$ cat src/hdl/wsfd_pkg.sv
// Shared constants, codes and control types for the wind sensor frame decoder.
`timescale 1ns / 1ps

package wsfd_pkg;

  // Configuration port
  localparam int CFG_DATA_W = 16;
  localparam int CFG_IDX_W  = 2;

  localparam logic [CFG_IDX_W-1:0] CFG_BIT_TIME    = 2'd0;
  localparam logic [CFG_IDX_W-1:0] CFG_TIMEOUT     = 2'd1;
  localparam logic [CFG_IDX_W-1:0] CFG_SPEED_LIMIT = 2'd2;

  localparam int BIT_TIME_W = 16;
  localparam int TIMEOUT_W  = 16;
  localparam int SPEED_W    = 12;

  localparam logic [BIT_TIME_W-1:0] BIT_TIME_RST    = 16'd1200;
  localparam logic [TIMEOUT_W-1:0]  TIMEOUT_RST     = 16'd55020;
  localparam logic [SPEED_W-1:0]    SPEED_LIMIT_RST = 12'd400;

  // Frame geometry
  localparam int FRAME_BITS_DEF = 41;
  localparam int EDGE_W         = 32;
  localparam int SUM_W          = 17;
  localparam int DIV_W          = 16;

  localparam int DIR_LSB = 5;
  localparam int DIR_W   = 4;
  localparam int SPD_LSB = 9;
  localparam int CHK_LSB = 21;
  localparam int CHK_W   = 4;

  // Result word
  localparam int STATUS_W = 2;
  localparam int DEG_W    = 12;
  localparam int KMH_W    = 18;
  localparam int OUT_W    = STATUS_W + DIR_W + SPEED_W + DEG_W + KMH_W;

  localparam logic [STATUS_W-1:0] STATUS_OK        = 2'd0;
  localparam logic [STATUS_W-1:0] STATUS_CHECKSUM  = 2'd1;
  localparam logic [STATUS_W-1:0] STATUS_OVERSPEED = 2'd2;

  localparam logic [DEG_W-1:0] DEG_SCALE = 12'd225;
  localparam logic [KMH_W-1:0] KMH_SCALE = 18'd36;

  // Controller to datapath
  typedef struct packed {
    logic load_edge;  // capture the timestamp of the accepted word
    logic arm;        // start a new frame at this edge
    logic acc;        // add interval to elapsed sum, load the divider
    logic div_step;   // one restoring division step
    logic append;     // append quotient bits, toggle level
    logic pad;        // fill the rest of the frame with the current level
    logic emit;       // load the result register, clear the frame state
  } ctrl_cmd_t;

  // Datapath to controller
  typedef struct packed {
    logic armed;
    logic in_time;    // interval keeps the elapsed sum within the timeout
    logic out_free;   // result register can take a new word
  } dp_status_t;

endpackage

$ cat src/hdl/wsfd_ctrl.sv
// Sequencer for the frame decoder: edge check, division steps, append, emit.
`timescale 1ns / 1ps

module wsfd_ctrl (
  input  logic                  clk_i,
  input  logic                  rst_ni,
  input  logic                  in_valid_i,
  output logic                  in_ready_o,
  input  wsfd_pkg::dp_status_t  status_i,
  output wsfd_pkg::ctrl_cmd_t   cmd_o
);

  localparam int CNT_W = $clog2(wsfd_pkg::DIV_W);
  localparam logic [CNT_W-1:0] CNT_LAST = CNT_W'(wsfd_pkg::DIV_W - 1);

  localparam logic [2:0] ST_IDLE   = 3'd0;
  localparam logic [2:0] ST_CHECK  = 3'd1;
  localparam logic [2:0] ST_DIV    = 3'd2;
  localparam logic [2:0] ST_APPEND = 3'd3;
  localparam logic [2:0] ST_DECODE = 3'd4;

  logic [2:0]       state_q, state_d;
  logic [CNT_W-1:0] cnt_q, cnt_d;

  always_comb begin
    state_d = state_q;
    cnt_d   = cnt_q;
    cmd_o   = '0;
    unique case (state_q)
      ST_IDLE: begin
        if (in_valid_i) begin
          cmd_o.load_edge = 1'b1;
          state_d         = ST_CHECK;
        end
      end
      ST_CHECK: begin
        priority if (!status_i.armed) begin
          cmd_o.arm = 1'b1;
          state_d   = ST_IDLE;
        end else if (status_i.in_time) begin
          cmd_o.acc = 1'b1;
          cnt_d     = '0;
          state_d   = ST_DIV;
        end else begin
          cmd_o.pad = 1'b1;
          state_d   = ST_DECODE;
        end
      end
      ST_DIV: begin
        cmd_o.div_step = 1'b1;
        cnt_d          = cnt_q + 1'b1;
        if (cnt_q == CNT_LAST) begin
          state_d = ST_APPEND;
        end
      end
      ST_APPEND: begin
        cmd_o.append = 1'b1;
        state_d      = ST_IDLE;
      end
      ST_DECODE: begin
        // hold until the result register is free
        if (status_i.out_free) begin
          cmd_o.emit = 1'b1;
          state_d    = ST_IDLE;
        end
      end
      default: begin
        state_d = ST_IDLE;
      end
    endcase
  end

  assign in_ready_o = (state_q == ST_IDLE);

  always_ff @(posedge clk_i or negedge rst_ni) begin
    if (!rst_ni) begin
      state_q <= ST_IDLE;
      cnt_q   <= '0;
    end else begin
      state_q <= state_d;
      cnt_q   <= cnt_d;
    end
  end

endmodule

$ cat src/hdl/wsfd_datapath.sv
// Frame decoder datapath: config registers, interval sum, divider, frame, result.
`timescale 1ns / 1ps

module wsfd_datapath #(
  parameter int FRAME_BITS = wsfd_pkg::FRAME_BITS_DEF
) (
  input  logic                              clk_i,
  input  logic                              rst_ni,
  input  logic                              cfg_we_i,
  input  logic [wsfd_pkg::CFG_IDX_W-1:0]    cfg_idx_i,
  input  logic [wsfd_pkg::CFG_DATA_W-1:0]   cfg_data_i,
  input  logic [wsfd_pkg::EDGE_W-1:0]       edge_time_i,
  input  wsfd_pkg::ctrl_cmd_t               cmd_i,
  output wsfd_pkg::dp_status_t              status_o,
  output logic                              m_valid_o,
  input  logic                              m_ready_i,
  output logic [wsfd_pkg::OUT_W-1:0]        m_data_o
);

  localparam int CW    = $clog2(FRAME_BITS + 1);
  localparam int DW    = wsfd_pkg::DIV_W;
  localparam int EW    = wsfd_pkg::EDGE_W;
  localparam int SW    = wsfd_pkg::SUM_W;
  localparam logic [CW-1:0] COUNT_FULL = CW'(FRAME_BITS);

  // Configuration
  logic [wsfd_pkg::BIT_TIME_W-1:0] bit_time_q;
  logic [wsfd_pkg::TIMEOUT_W-1:0]  timeout_q;
  logic [wsfd_pkg::SPEED_W-1:0]    speed_limit_q;

  always_ff @(posedge clk_i or negedge rst_ni) begin
    if (!rst_ni) begin
      bit_time_q    <= wsfd_pkg::BIT_TIME_RST;
      timeout_q     <= wsfd_pkg::TIMEOUT_RST;
      speed_limit_q <= wsfd_pkg::SPEED_LIMIT_RST;
    end else if (cfg_we_i) begin
      unique case (cfg_idx_i)
        wsfd_pkg::CFG_BIT_TIME:    bit_time_q    <= cfg_data_i;
        wsfd_pkg::CFG_TIMEOUT:     timeout_q     <= cfg_data_i;
        wsfd_pkg::CFG_SPEED_LIMIT: speed_limit_q <= cfg_data_i[wsfd_pkg::SPEED_W-1:0];
        default: ;
      endcase
    end
  end

  // Frame state
  logic                  armed_q, armed_d;
  logic [EW-1:0]         now_q, now_d;
  logic [EW-1:0]         last_q, last_d;
  logic [SW-1:0]         sum_q, sum_d;
  logic [CW-1:0]         count_q, count_d;
  logic [FRAME_BITS-1:0] frame_q, frame_d;
  logic                  level_q, level_d;
  logic [DW-1:0]         quo_q, quo_d;
  logic [DW-1:0]         rem_q, rem_d;

  // Interval check
  logic [EW-1:0] delta;
  logic [EW:0]   total;
  assign delta = now_q - last_q;
  assign total = (EW+1)'(sum_q) + {1'b0, delta};

  // Division step
  logic [DW:0] trial;
  logic        fits;
  assign trial = {rem_q, quo_q[DW-1]};
  assign fits  = trial >= {1'b0, bit_time_q};

  // Append: clamp the run to the room left in the frame
  logic [DW-1:0]         n_bits;
  logic [DW:0]           room;
  logic [CW-1:0]         new_count;
  logic [FRAME_BITS-1:0] fill_mask;

  assign n_bits    = cmd_i.pad ? '1 : quo_q;
  assign room      = (DW+1)'(FRAME_BITS) - (DW+1)'(count_q);
  assign new_count = ({1'b0, n_bits} >= room) ? COUNT_FULL : count_q + CW'(n_bits);

  always_comb begin
    for (int i = 0; i < FRAME_BITS; i++) begin
      fill_mask[i] = (CW'(i) >= count_q) && (CW'(i) < new_count);
    end
  end

  always_comb begin
    armed_d = armed_q;
    now_d   = now_q;
    last_d  = last_q;
    sum_d   = sum_q;
    count_d = count_q;
    frame_d = frame_q;
    level_d = level_q;
    quo_d   = quo_q;
    rem_d   = rem_q;

    if (cmd_i.load_edge) begin
      now_d = edge_time_i;
    end
    if (cmd_i.arm) begin
      armed_d = 1'b1;
      last_d  = now_q;
      sum_d   = '0;
      count_d = '0;
      frame_d = '0;
      level_d = 1'b1;
    end
    if (cmd_i.acc) begin
      sum_d  = total[SW-1:0];
      last_d = now_q;
      quo_d  = delta[DW-1:0];
      rem_d  = '0;
    end
    if (cmd_i.div_step) begin
      quo_d = {quo_q[DW-2:0], fits};
      rem_d = fits ? DW'(trial - {1'b0, bit_time_q}) : trial[DW-1:0];
    end
    if (cmd_i.append || cmd_i.pad) begin
      count_d = new_count;
      frame_d = frame_q | (level_q ? fill_mask : '0);
    end
    if (cmd_i.append) begin
      level_d = ~level_q;
    end
    if (cmd_i.emit) begin
      armed_d = 1'b0;
      last_d  = '0;
      sum_d   = '0;
      count_d = '0;
      frame_d = '0;
      level_d = 1'b1;
    end
  end

  always_ff @(posedge clk_i or negedge rst_ni) begin
    if (!rst_ni) begin
      armed_q <= 1'b0;
      last_q  <= '0;
      sum_q   <= '0;
      count_q <= '0;
      frame_q <= '0;
      level_q <= 1'b1;
    end else begin
      armed_q <= armed_d;
      last_q  <= last_d;
      sum_q   <= sum_d;
      count_q <= count_d;
      frame_q <= frame_d;
      level_q <= level_d;
    end
  end

  always_ff @(posedge clk_i) begin
    now_q <= now_d;
    quo_q <= quo_d;
    rem_q <= rem_d;
  end

  // Decode, all fields inverted on the line
  logic [wsfd_pkg::DIR_W-1:0]    dir;
  logic [wsfd_pkg::SPEED_W-1:0]  spd;
  logic [wsfd_pkg::CHK_W-1:0]    chk;
  logic [wsfd_pkg::CHK_W-1:0]    chk_sum;
  logic [wsfd_pkg::STATUS_W-1:0] status;
  logic [wsfd_pkg::DEG_W-1:0]    deg;
  logic [wsfd_pkg::KMH_W-1:0]    kmh;

  assign dir = ~frame_q[wsfd_pkg::DIR_LSB +: wsfd_pkg::DIR_W];
  assign spd = ~frame_q[wsfd_pkg::SPD_LSB +: wsfd_pkg::SPEED_W];
  assign chk = ~frame_q[wsfd_pkg::CHK_LSB +: wsfd_pkg::CHK_W];
  assign chk_sum = dir + spd[3:0] + spd[7:4] + spd[11:8];

  always_comb begin
    priority if (chk_sum != chk) begin
      status = wsfd_pkg::STATUS_CHECKSUM;
    end else if (spd >= speed_limit_q) begin
      status = wsfd_pkg::STATUS_OVERSPEED;
    end else begin
      status = wsfd_pkg::STATUS_OK;
    end
  end

  assign deg = wsfd_pkg::DEG_W'(dir) * wsfd_pkg::DEG_SCALE;
  assign kmh = wsfd_pkg::KMH_W'(spd) * wsfd_pkg::KMH_SCALE;

  // Result register
  logic                       m_valid_q, m_valid_d;
  logic [wsfd_pkg::OUT_W-1:0] out_q;

  always_comb begin
    m_valid_d = m_valid_q;
    if (cmd_i.emit) begin
      m_valid_d = 1'b1;
    end else if (m_ready_i) begin
      m_valid_d = 1'b0;
    end
  end

  always_ff @(posedge clk_i or negedge rst_ni) begin
    if (!rst_ni) begin
      m_valid_q <= 1'b0;
    end else begin
      m_valid_q <= m_valid_d;
    end
  end

  always_ff @(posedge clk_i) begin
    if (cmd_i.emit) begin
      out_q <= {kmh, deg, spd, dir, status};
    end
  end

  assign m_valid_o = m_valid_q;
  assign m_data_o  = out_q;

  assign status_o.armed    = armed_q;
  assign status_o.in_time  = total <= (EW+1)'(timeout_q);
  assign status_o.out_free = !m_valid_q || m_ready_i;

`ifndef SYNTHESIS
  a_count_bound: assert property (@(posedge clk_i) disable iff (!rst_ni)
    count_q <= COUNT_FULL)
    else $error("frame bit count beyond frame length");

  a_emit_free: assert property (@(posedge clk_i) disable iff (!rst_ni)
    cmd_i.emit |-> (!m_valid_q || m_ready_i))
    else $error("result overwritten before it was taken");

  a_emit_clear: assert property (@(posedge clk_i) disable iff (!rst_ni)
    cmd_i.emit |=> (m_valid_q && !armed_q && count_q == '0))
    else $error("frame state not cleared after emit");

  a_sum_bound: assert property (@(posedge clk_i) disable iff (!rst_ni)
    !sum_q[SW-1])
    else $error("elapsed sum beyond timeout range");
`endif

endmodule

$ cat src/hdl/wind_sensor_frame_decoder.sv
// Top level of the wind sensor frame decoder: sequencer plus datapath.
`timescale 1ns / 1ps

// Usage
//   Input stream: each word is the 32-bit microsecond timestamp of a level
//   change on the sensor line. The first edge arms a frame; each later edge
//   appends interval / bit_time bits of the current level, then the level
//   toggles. An edge that pushes the elapsed time past frame_timeout_us is
//   dropped: it pads and closes the frame, and one result word follows.
//   Output stream: one 48-bit result word per closed frame.
//   Config port: write bit_time_us (0), frame_timeout_us (1), speed_limit (2)
//   while the block is idle; any other index is ignored.
// Steps per edge
//   Arming edge: capture, then arm; ready again after the arm.
//   Data edge: capture, timeout check, 16 restoring divide steps of
//   one shared divider, append; no new edge is taken until after the append.
//   Closing edge: capture, pad, emit once the result register is free; ready again then.
// Reset
//   Clears the frame, drops any pending result, restores register defaults.
// Stall
//   A held result does not block new edges; only a second closing edge waits
//   until the result register drains.

module wind_sensor_frame_decoder #(
  parameter int FRAME_BITS = wsfd_pkg::FRAME_BITS_DEF
) (
  input  logic                              clk_i,
  input  logic                              rst_ni,
  // Configuration writes
  input  logic                              cfg_we_i,
  input  logic [wsfd_pkg::CFG_IDX_W-1:0]    cfg_idx_i,
  input  logic [wsfd_pkg::CFG_DATA_W-1:0]   cfg_data_i,
  // Edge words
  input  logic                              s_axis_tvalid_i,
  output logic                              s_axis_tready_o,
  input  logic [wsfd_pkg::EDGE_W-1:0]       s_axis_tdata_i,  // [31:0] edge_time
  // Result words
  output logic                              m_axis_tvalid_o,
  input  logic                              m_axis_tready_i,
  // [1:0] status, [5:2] wind_direction, [17:6] wind_speed_raw,
  // [29:18] direction_deg_x10, [47:30] speed_kmh_x100
  output logic [wsfd_pkg::OUT_W-1:0]        m_axis_tdata_o
);

  wsfd_pkg::ctrl_cmd_t  cmd;
  wsfd_pkg::dp_status_t status;

  // Sequence each accepted edge through check, divide and append
  wsfd_ctrl u_ctrl (
    .clk_i      (clk_i),
    .rst_ni     (rst_ni),
    .in_valid_i (s_axis_tvalid_i),
    .in_ready_o (s_axis_tready_o),
    .status_i   (status),
    .cmd_o      (cmd)
  );

  // Hold the frame, divider, decode and result register
  wsfd_datapath #(
    .FRAME_BITS (FRAME_BITS)
  ) u_datapath (
    .clk_i       (clk_i),
    .rst_ni      (rst_ni),
    .cfg_we_i    (cfg_we_i),
    .cfg_idx_i   (cfg_idx_i),
    .cfg_data_i  (cfg_data_i),
    .edge_time_i (s_axis_tdata_i),
    .cmd_i       (cmd),
    .status_o    (status),
    .m_valid_o   (m_axis_tvalid_o),
    .m_ready_i   (m_axis_tready_i),
    .m_data_o    (m_axis_tdata_o)
  );

endmodule

$ cat config.mk
export PLATFORM = sky130hd
export DESIGN_NAME = wind_sensor_frame_decoder
export DESIGN_NICKNAME = d
export VERILOG_FILES = /design/src/hdl/wsfd_pkg.sv /design/src/hdl/wsfd_ctrl.sv /design/src/hdl/wsfd_datapath.sv /design/src/hdl/wind_sensor_frame_decoder.sv
export SDC_FILE = /design/constraint.sdc
export NUM_CORES = 1
export LEC_CHECK = 0
export ABC_AREA = 1
export BUFFER_PORTS_ARGS = -buffer_cell sky130_fd_sc_hd__buf_2
export CORE_MARGIN = 3
export CORE_UTILIZATION = 30
export DETAILED_ROUTE_END_ITERATION = 10
export PLACE_DENSITY = 0.51
export SLEW_MARGIN = 0
export SYNTH_ARGS = -nofsm -noshare
export SYNTH_HDL_FRONTEND = slang
export SYNTH_SLANG_ARGS = --single-unit
$ cat constraint.sdc
create_clock -name clk_i -period 20 [get_ports clk_i]
set_input_delay 1 -clock clk_i [delete_from_list [all_inputs] [get_ports clk_i]]
set_output_delay 1 -clock clk_i [all_outputs]
set_load 0.005 [all_outputs]
* Word-level counts from Yosys, hierarchy flattened
Index checks and enable logic that the tools add are counted.
Word-level totals: register bits 260, word-level logic and storage cells 239, input port bits 55, output and inout bits 50
Operators by class: magnitude comparators 86, add/sub/neg operators 9, reduce and logical (&&, ||, !) cells 58, bitwise gates (word level) 5, multiply operators 2, muxes and demuxes 49, equal/unequal tests 13
Operator list (count):
- $mux 41 | 4
- $ge 5x6->1 const A | 16
- $lt 5x6->1 const A | 16
- $mux 16 | 6
- $mux 32 | 3
- $ge 6x6->1 const A | 9
- $lt 6x6->1 const A | 9
- $mux 17 | 3
- $ge 4x6->1 const A | 8
- $lt 4x6->1 const A | 8
- $logic_and 1x1->1 | 41
- $or 41x41->41 | 1
- $add 17x32->33 | 1
- $le 33x16->1 | 1
- $sub 32x32->32 | 1
- $ge 3x6->1 const A | 4
- $lt 3x6->1 const A | 4
- $mux 6 | 4
- $mux 1 | 18
- $ge 16x17->1 | 1
- $ge 17x16->1 | 1
- $mul 12x4->16 const B | 1
- $sub 16x16->16 | 1
- $mux 3 | 5
- other kinds (34) | 56

* Depth between registers and ports, before layout
depth after elaboration 15, depth in mapped cells 51, depth with buffers taken out 51

* Cells and area by module
A second synthesis with hierarchy kept.
Second synthesis, totals: cells, all modules 2041, area, all modules 15982.8 µm²
By module, submodules not included:
- wsfd_datapath | seq. area each 6108.4 µm², cells each 1983, instances 1, area each 15561.2 µm²
- wsfd_ctrl | seq. area each 175.2 µm², cells each 58, instances 1, area each 421.7 µm²

* Worst setup path after synthesis
No wires, ideal clock.
kind register -> register, start reg u_datapath.last_q[0], end reg u_datapath.frame_q[22], arrival 6.465 ns, period minus slack after synthesis 6.583 ns, cell stages (with the launch flop) 42, library setup time 0.118 ns, required time 19.882 ns, setup slack 13.417 ns, buffers on the path 1, cells stage by stage dfrtp_1 > ha_1 > fa_1 > inv_1 > nand3_1 > nand2_2 > xor2_1 > ha_1 > a21oi_1 > o21ai_0 > a21oi_1 > inv_1 > a21oi_1 > o21ai_0 > a21oi_1 > xnor2_1 > ha_1 > nand2_1 > [... 6 more ...] > nand2_1 > nand3_2 > o21bai_4 > clkbuf_1 > nand2_1 > ha_1 > a21o_1 > a221o_1 > a21oi_1 > nand3_1 > nor2_1 > inv_1 > nor2_1 > nand3_2 > nand2_2 > nor2_4 > nand3_1 > nand2_1
On the way: word-level cells in the longest chain between the ends 15, elaborated cells on any way between the ends 18, classes of those cells add/sub: 3; order compare: 3; mux: 8; bitwise: 1; reduce/logical: 3
Ends and longest elaborated chain:
- start, declared | RTL line wsfd_datapath.sv:49 | logic [EW-1:0] last_q, last_d;
- start signal, assigned | RTL line wsfd_datapath.sv:144 | last_q <= last_d;
- $sub 32x32->32 (*) | RTL line wsfd_datapath.sv:60 | assign delta = now_q - last_q;
- $add 17x32->33 (*) | RTL line wsfd_datapath.sv:61 | assign total = (EW+1)'(sum_q) + {1'b0, delta};
- $le 33x16->1 (*) | RTL line wsfd_datapath.sv:216 | assign status_o.in_time = total <= (EW+1)'(timeout_q);
- $mux 1 (*) | RTL line wsfd_ctrl.sv:40 | end else if (status_i.in_time) begin
- $mux 1 (*) | RTL line wsfd_ctrl.sv:37 | priority if (!status_i.armed) begin
- $mux 1 (*) | RTL line wsfd_ctrl.sv:29 | unique case (state_q)
- $mux 16 | RTL line wsfd_datapath.sv:75 | assign n_bits = cmd_i.pad ? '1 : quo_q;
- $ge 16x17->1 / $add 6x6->6 (equally long branches) | RTL line wsfd_datapath.sv:77 | assign new_count = ({1'b0, n_bits} >= room) ? COUNT_FULL : count_q + CW'(n_bits);
- $mux 6 | RTL line wsfd_datapath.sv:77
- $lt 5x6->1 | RTL line wsfd_datapath.sv:81 | fill_mask[i] = (CW'(i) >= count_q) && (CW'(i) < new_count);
- $logic_and 1x1->1 | RTL line wsfd_datapath.sv:81
- $mux 41 | RTL line wsfd_datapath.sv:119 | frame_d = frame_q | (level_q ? fill_mask : '0);
- $or 41x41->41 | RTL line wsfd_datapath.sv:119
- $mux 41 | RTL line wsfd_datapath.sv:117 | if (cmd_i.append || cmd_i.pad) begin
- $mux 41 | RTL line wsfd_datapath.sv:124 | if (cmd_i.emit) begin
- end signal, assigned | RTL line wsfd_datapath.sv:147 | frame_q <= frame_d;
- end, declared | RTL line wsfd_datapath.sv:52 | logic [FRAME_BITS-1:0] frame_q, frame_d;
Mark *: on every way between the ends. The rest lies on a longest branch, timed or not. A chain may end at the register's enable or synchronous reset.

* Worst setup path in the final report
start reg u_datapath.last_q[0], end reg u_datapath.frame_q[19]
The elaborated chain is that of the path after synthesis.

==> results.txt <==
Run status - complete, no violations
R2r endpoint - u_datapath.frame_q[19]
Final Setup Violations - 0
Worst EP arrival - 8.14 ns
Final hold viol count - 0
GRT Overall Usage - 15.57%
CP required - 20.46 ns
Cell area after placement - 17380 um2
PortBufs - 101
Number of synthesized register bits - 230
Starting Density - 30.55%
Slew Viols, Final - 0
Final Skew - 0.01999 ns
Core Area - 52870 um2
Ys Warns - 0
Most used cell, CP - a21oi_1
Worst hold path class - in -> async
Cts repair resizes - 0
Reg2reg setup slack - 12.32 ns
VDD IR max - 0.00007799 V
Worst-case clock buffer depth - 3
Setup bufs post-CTS - 0
Post-synthesis sequential area ratio - 38.90%
Share of cells above drive strength 1 - 11.04%
Cell taking the most area after synthesis - edfxtp_1
Min Tclk post-route - 7.679 ns
Worst-margin pin slew - 1.189 ns
Clock root cell - clkbuf_16
Mapped Cells - 2065
Via-to-Cell Ratio - 4.724
Antenna cells - 0
Worst setup EP type - flip-flop
Largest delay contributor family on the critical path - simple AND/OR/NAND/NOR gates
Period utilisation layout - 38.40%
Crit. Startpoint - u_datapath.last_q[0]
H-tree levels - 1
DRT iter0 DRCs - 604
Top_reg_cell synth - dfrtp_1
Remaining antenna violation count - 0
Element type at the critical path start - flip-flop
DIE HEIGHT - 238.0 um
Critical-path top delay cell - nor2_1
Wire per inst - 15.24 um
# hold bufs at CTS - 0
Design Area, Final - 18360 um2
Cell Pwr Density - 170.3 nW/um2
Drt drc - 0
CP bufs+invs - 4
Area Growth Syn to Fin - 13.67%
Commonest cells after routing, fill and taps aside - nand2_1 (498), inv_1 (337), nand3_1 (160)
RSZ-0062 raised after global routing - false
Static leakage - 8.949 nW
Routed WL - 43760 um
Grt ovf - 0
TritonCTS buffer count - 29
Mean Syn Cell Area - 7.822 um2
CTS sink cnt - 230
Via count - 13560
CP Max Fanout - 13
Clk slew on worst S/H paths - 0.06 ns
EDFF count, synth - 101
Launching point of the worst reg2reg path - u_datapath.last_q[0]
Max-Cap Viols - 0
First-pass GRT wire length - 71620 um
Antenna violations before repair - 0
DR pass1 iterations - 5
CTS tree - built
I/O pin count - 105
Synth area leaders - edfxtp_1 (19%), dfrtp_1 (17%), nand2_1 (12%)
Die Wd - 238.0 um
Area share of the largest cell type after synthesis - 18.78%
Worst reg-to-reg path cell count - 42
Worst path max stage delay - 0.42 ns
Final HPWL DP - 33990 um
Cell area after synthesis - 16150 um2
Critical path class - reg -> reg
Largest net degree at the start of global routing - 68
Die ar. - 56660 um2
Slew margin rel. - 20.72%
TNS Setup - 0 ns
Synth cell types - 49
Commonest non-fill, non-tap cell in the layout - nand2_1
Rows - 84
Number of global-route vias before repair - 13720
Max Clock Freq - 130.2 MHz
NumNets Final - 2377
RD Place Congestion - 0.8823
FFs w/ async S/R, synth - 56.09%
Clk_lat worst skew - 0.58 ns
kinds of logic (layout without fill, tap and decap cells):
family                   after synthesis  after routing  share of synthesized area [%]
AND/OR/NAND/NOR                      906            906                          24.52
buffers and inverters                398            514                          9.567
AO/OA/AOI/OAI                        293            293                          9.722
flip-flops                           230            230                          38.90
adder cells (fa/ha/maj)              162            162                          13.20
XOR/XNOR                              75             75                          4.067
other                                  1              3                        0.02322
worst max path at each step:
stage	endpoint	slack [ns]	cells after the start
detailed placement	u_datapath.frame_q[14]	12.41	43
CTS	u_datapath.frame_q[14]	12.34	44
floorplan	u_datapath.frame_q[22]	13.42	41
finish	u_datapath.frame_q[19]	12.32	42
global placement	u_datapath.frame_q[8]	12.55	40
global route	u_datapath.frame_q[14]	11.43	44
power breakdown:
part           leakage [nW]  switching, mW  internal (mW)
sequential             2.51         0.0601          0.666
combinational          5.96           1.21          0.650
clock                 0.482          0.210          0.326
total                  8.95           1.48           1.64
synthesized netlist by cell type (2+ instances only):
cell / number
o211ai_1: 3
buf_2: 8
ha_1: 148
a21o_1: 3
nand2_2: 18
nor3_1: 18
xnor2_1: 25
nand3_2: 8
a211oi_1: 5
a31oi_1: 4
nand2_4: 2
o21ai_0: 117
nand2_1: 498
nand4_1: 31
inv_1: 337
a21oi_1: 106
o21bai_1: 9
inv_2: 12
and2_1: 4
o22ai_1: 9
dfrtp_1: 111
nor2_4: 3
buf_4: 11
fa_1: 14
clkbuf_1: 28
dfstp_2: 18
edfxtp_1: 101
nor3_2: 2
o21ai_1: 30
nor2_1: 135
or2_2: 4
nand3b_1: 4
xor2_1: 50
nand3_1: 160
nor2_2: 13
nor4_1: 3
routing by layer:
metal	part of all wire, %	vias to the layer above	track usage [%]
li1	-	6911	-
met1	46	6325	20.51
met2	48	262	27.05
met3	3.7	66	1.896
met4	2.6	0	4.288
met5	0	-	0
flip-flops by register name (all words and copies together), names as in the netlist, 3 cells and up:
signal	cells
u_datapath.count_q	6
u_datapath.rem_q	16
u_datapath.sum_q	17
u_datapath.bit_time_q	16
u_datapath.speed_limit_q	12
u_datapath.last_q	32
u_datapath.quo_q	16
u_ctrl.cnt_q	4
u_datapath.frame_q	20
u_datapath.now_q	32
u_datapath.timeout_q	16
u_ctrl.state_q	3
u_datapath.m_data_o	37
final cells by class:
class / instances / area, um2
Clock buffer: 43 / 828.3
Clock inverter: 11 / 151.4
Fill cell: 5633 / 34510
Inverter: 350 / 1314
Multi-Input combinational cell: 1439 / 8343
Sequential cell: 230 / 6284
Tap cell: 688 / 860.8
Timing Repair Buffer: 110 / 579.3
stage by stage:
stage	total power, mW	setup WS [ns]	util, %	hold WS, ns	std cells
CTS	3.162	12.34	34.73	0.4608	2871
detailed placement	2.604	12.41	32.88	0.4710	2817
floorplan	2.110	13.42	-	0.4491	2067
finish	3.127	12.32	34.73	0.4501	2871
global route	3.470	11.43	34.73	0.4856	2871
global placement	2.578	12.55	32.88	0.4652	2817
No activity file was read; power rests on OpenSTA's default activity.
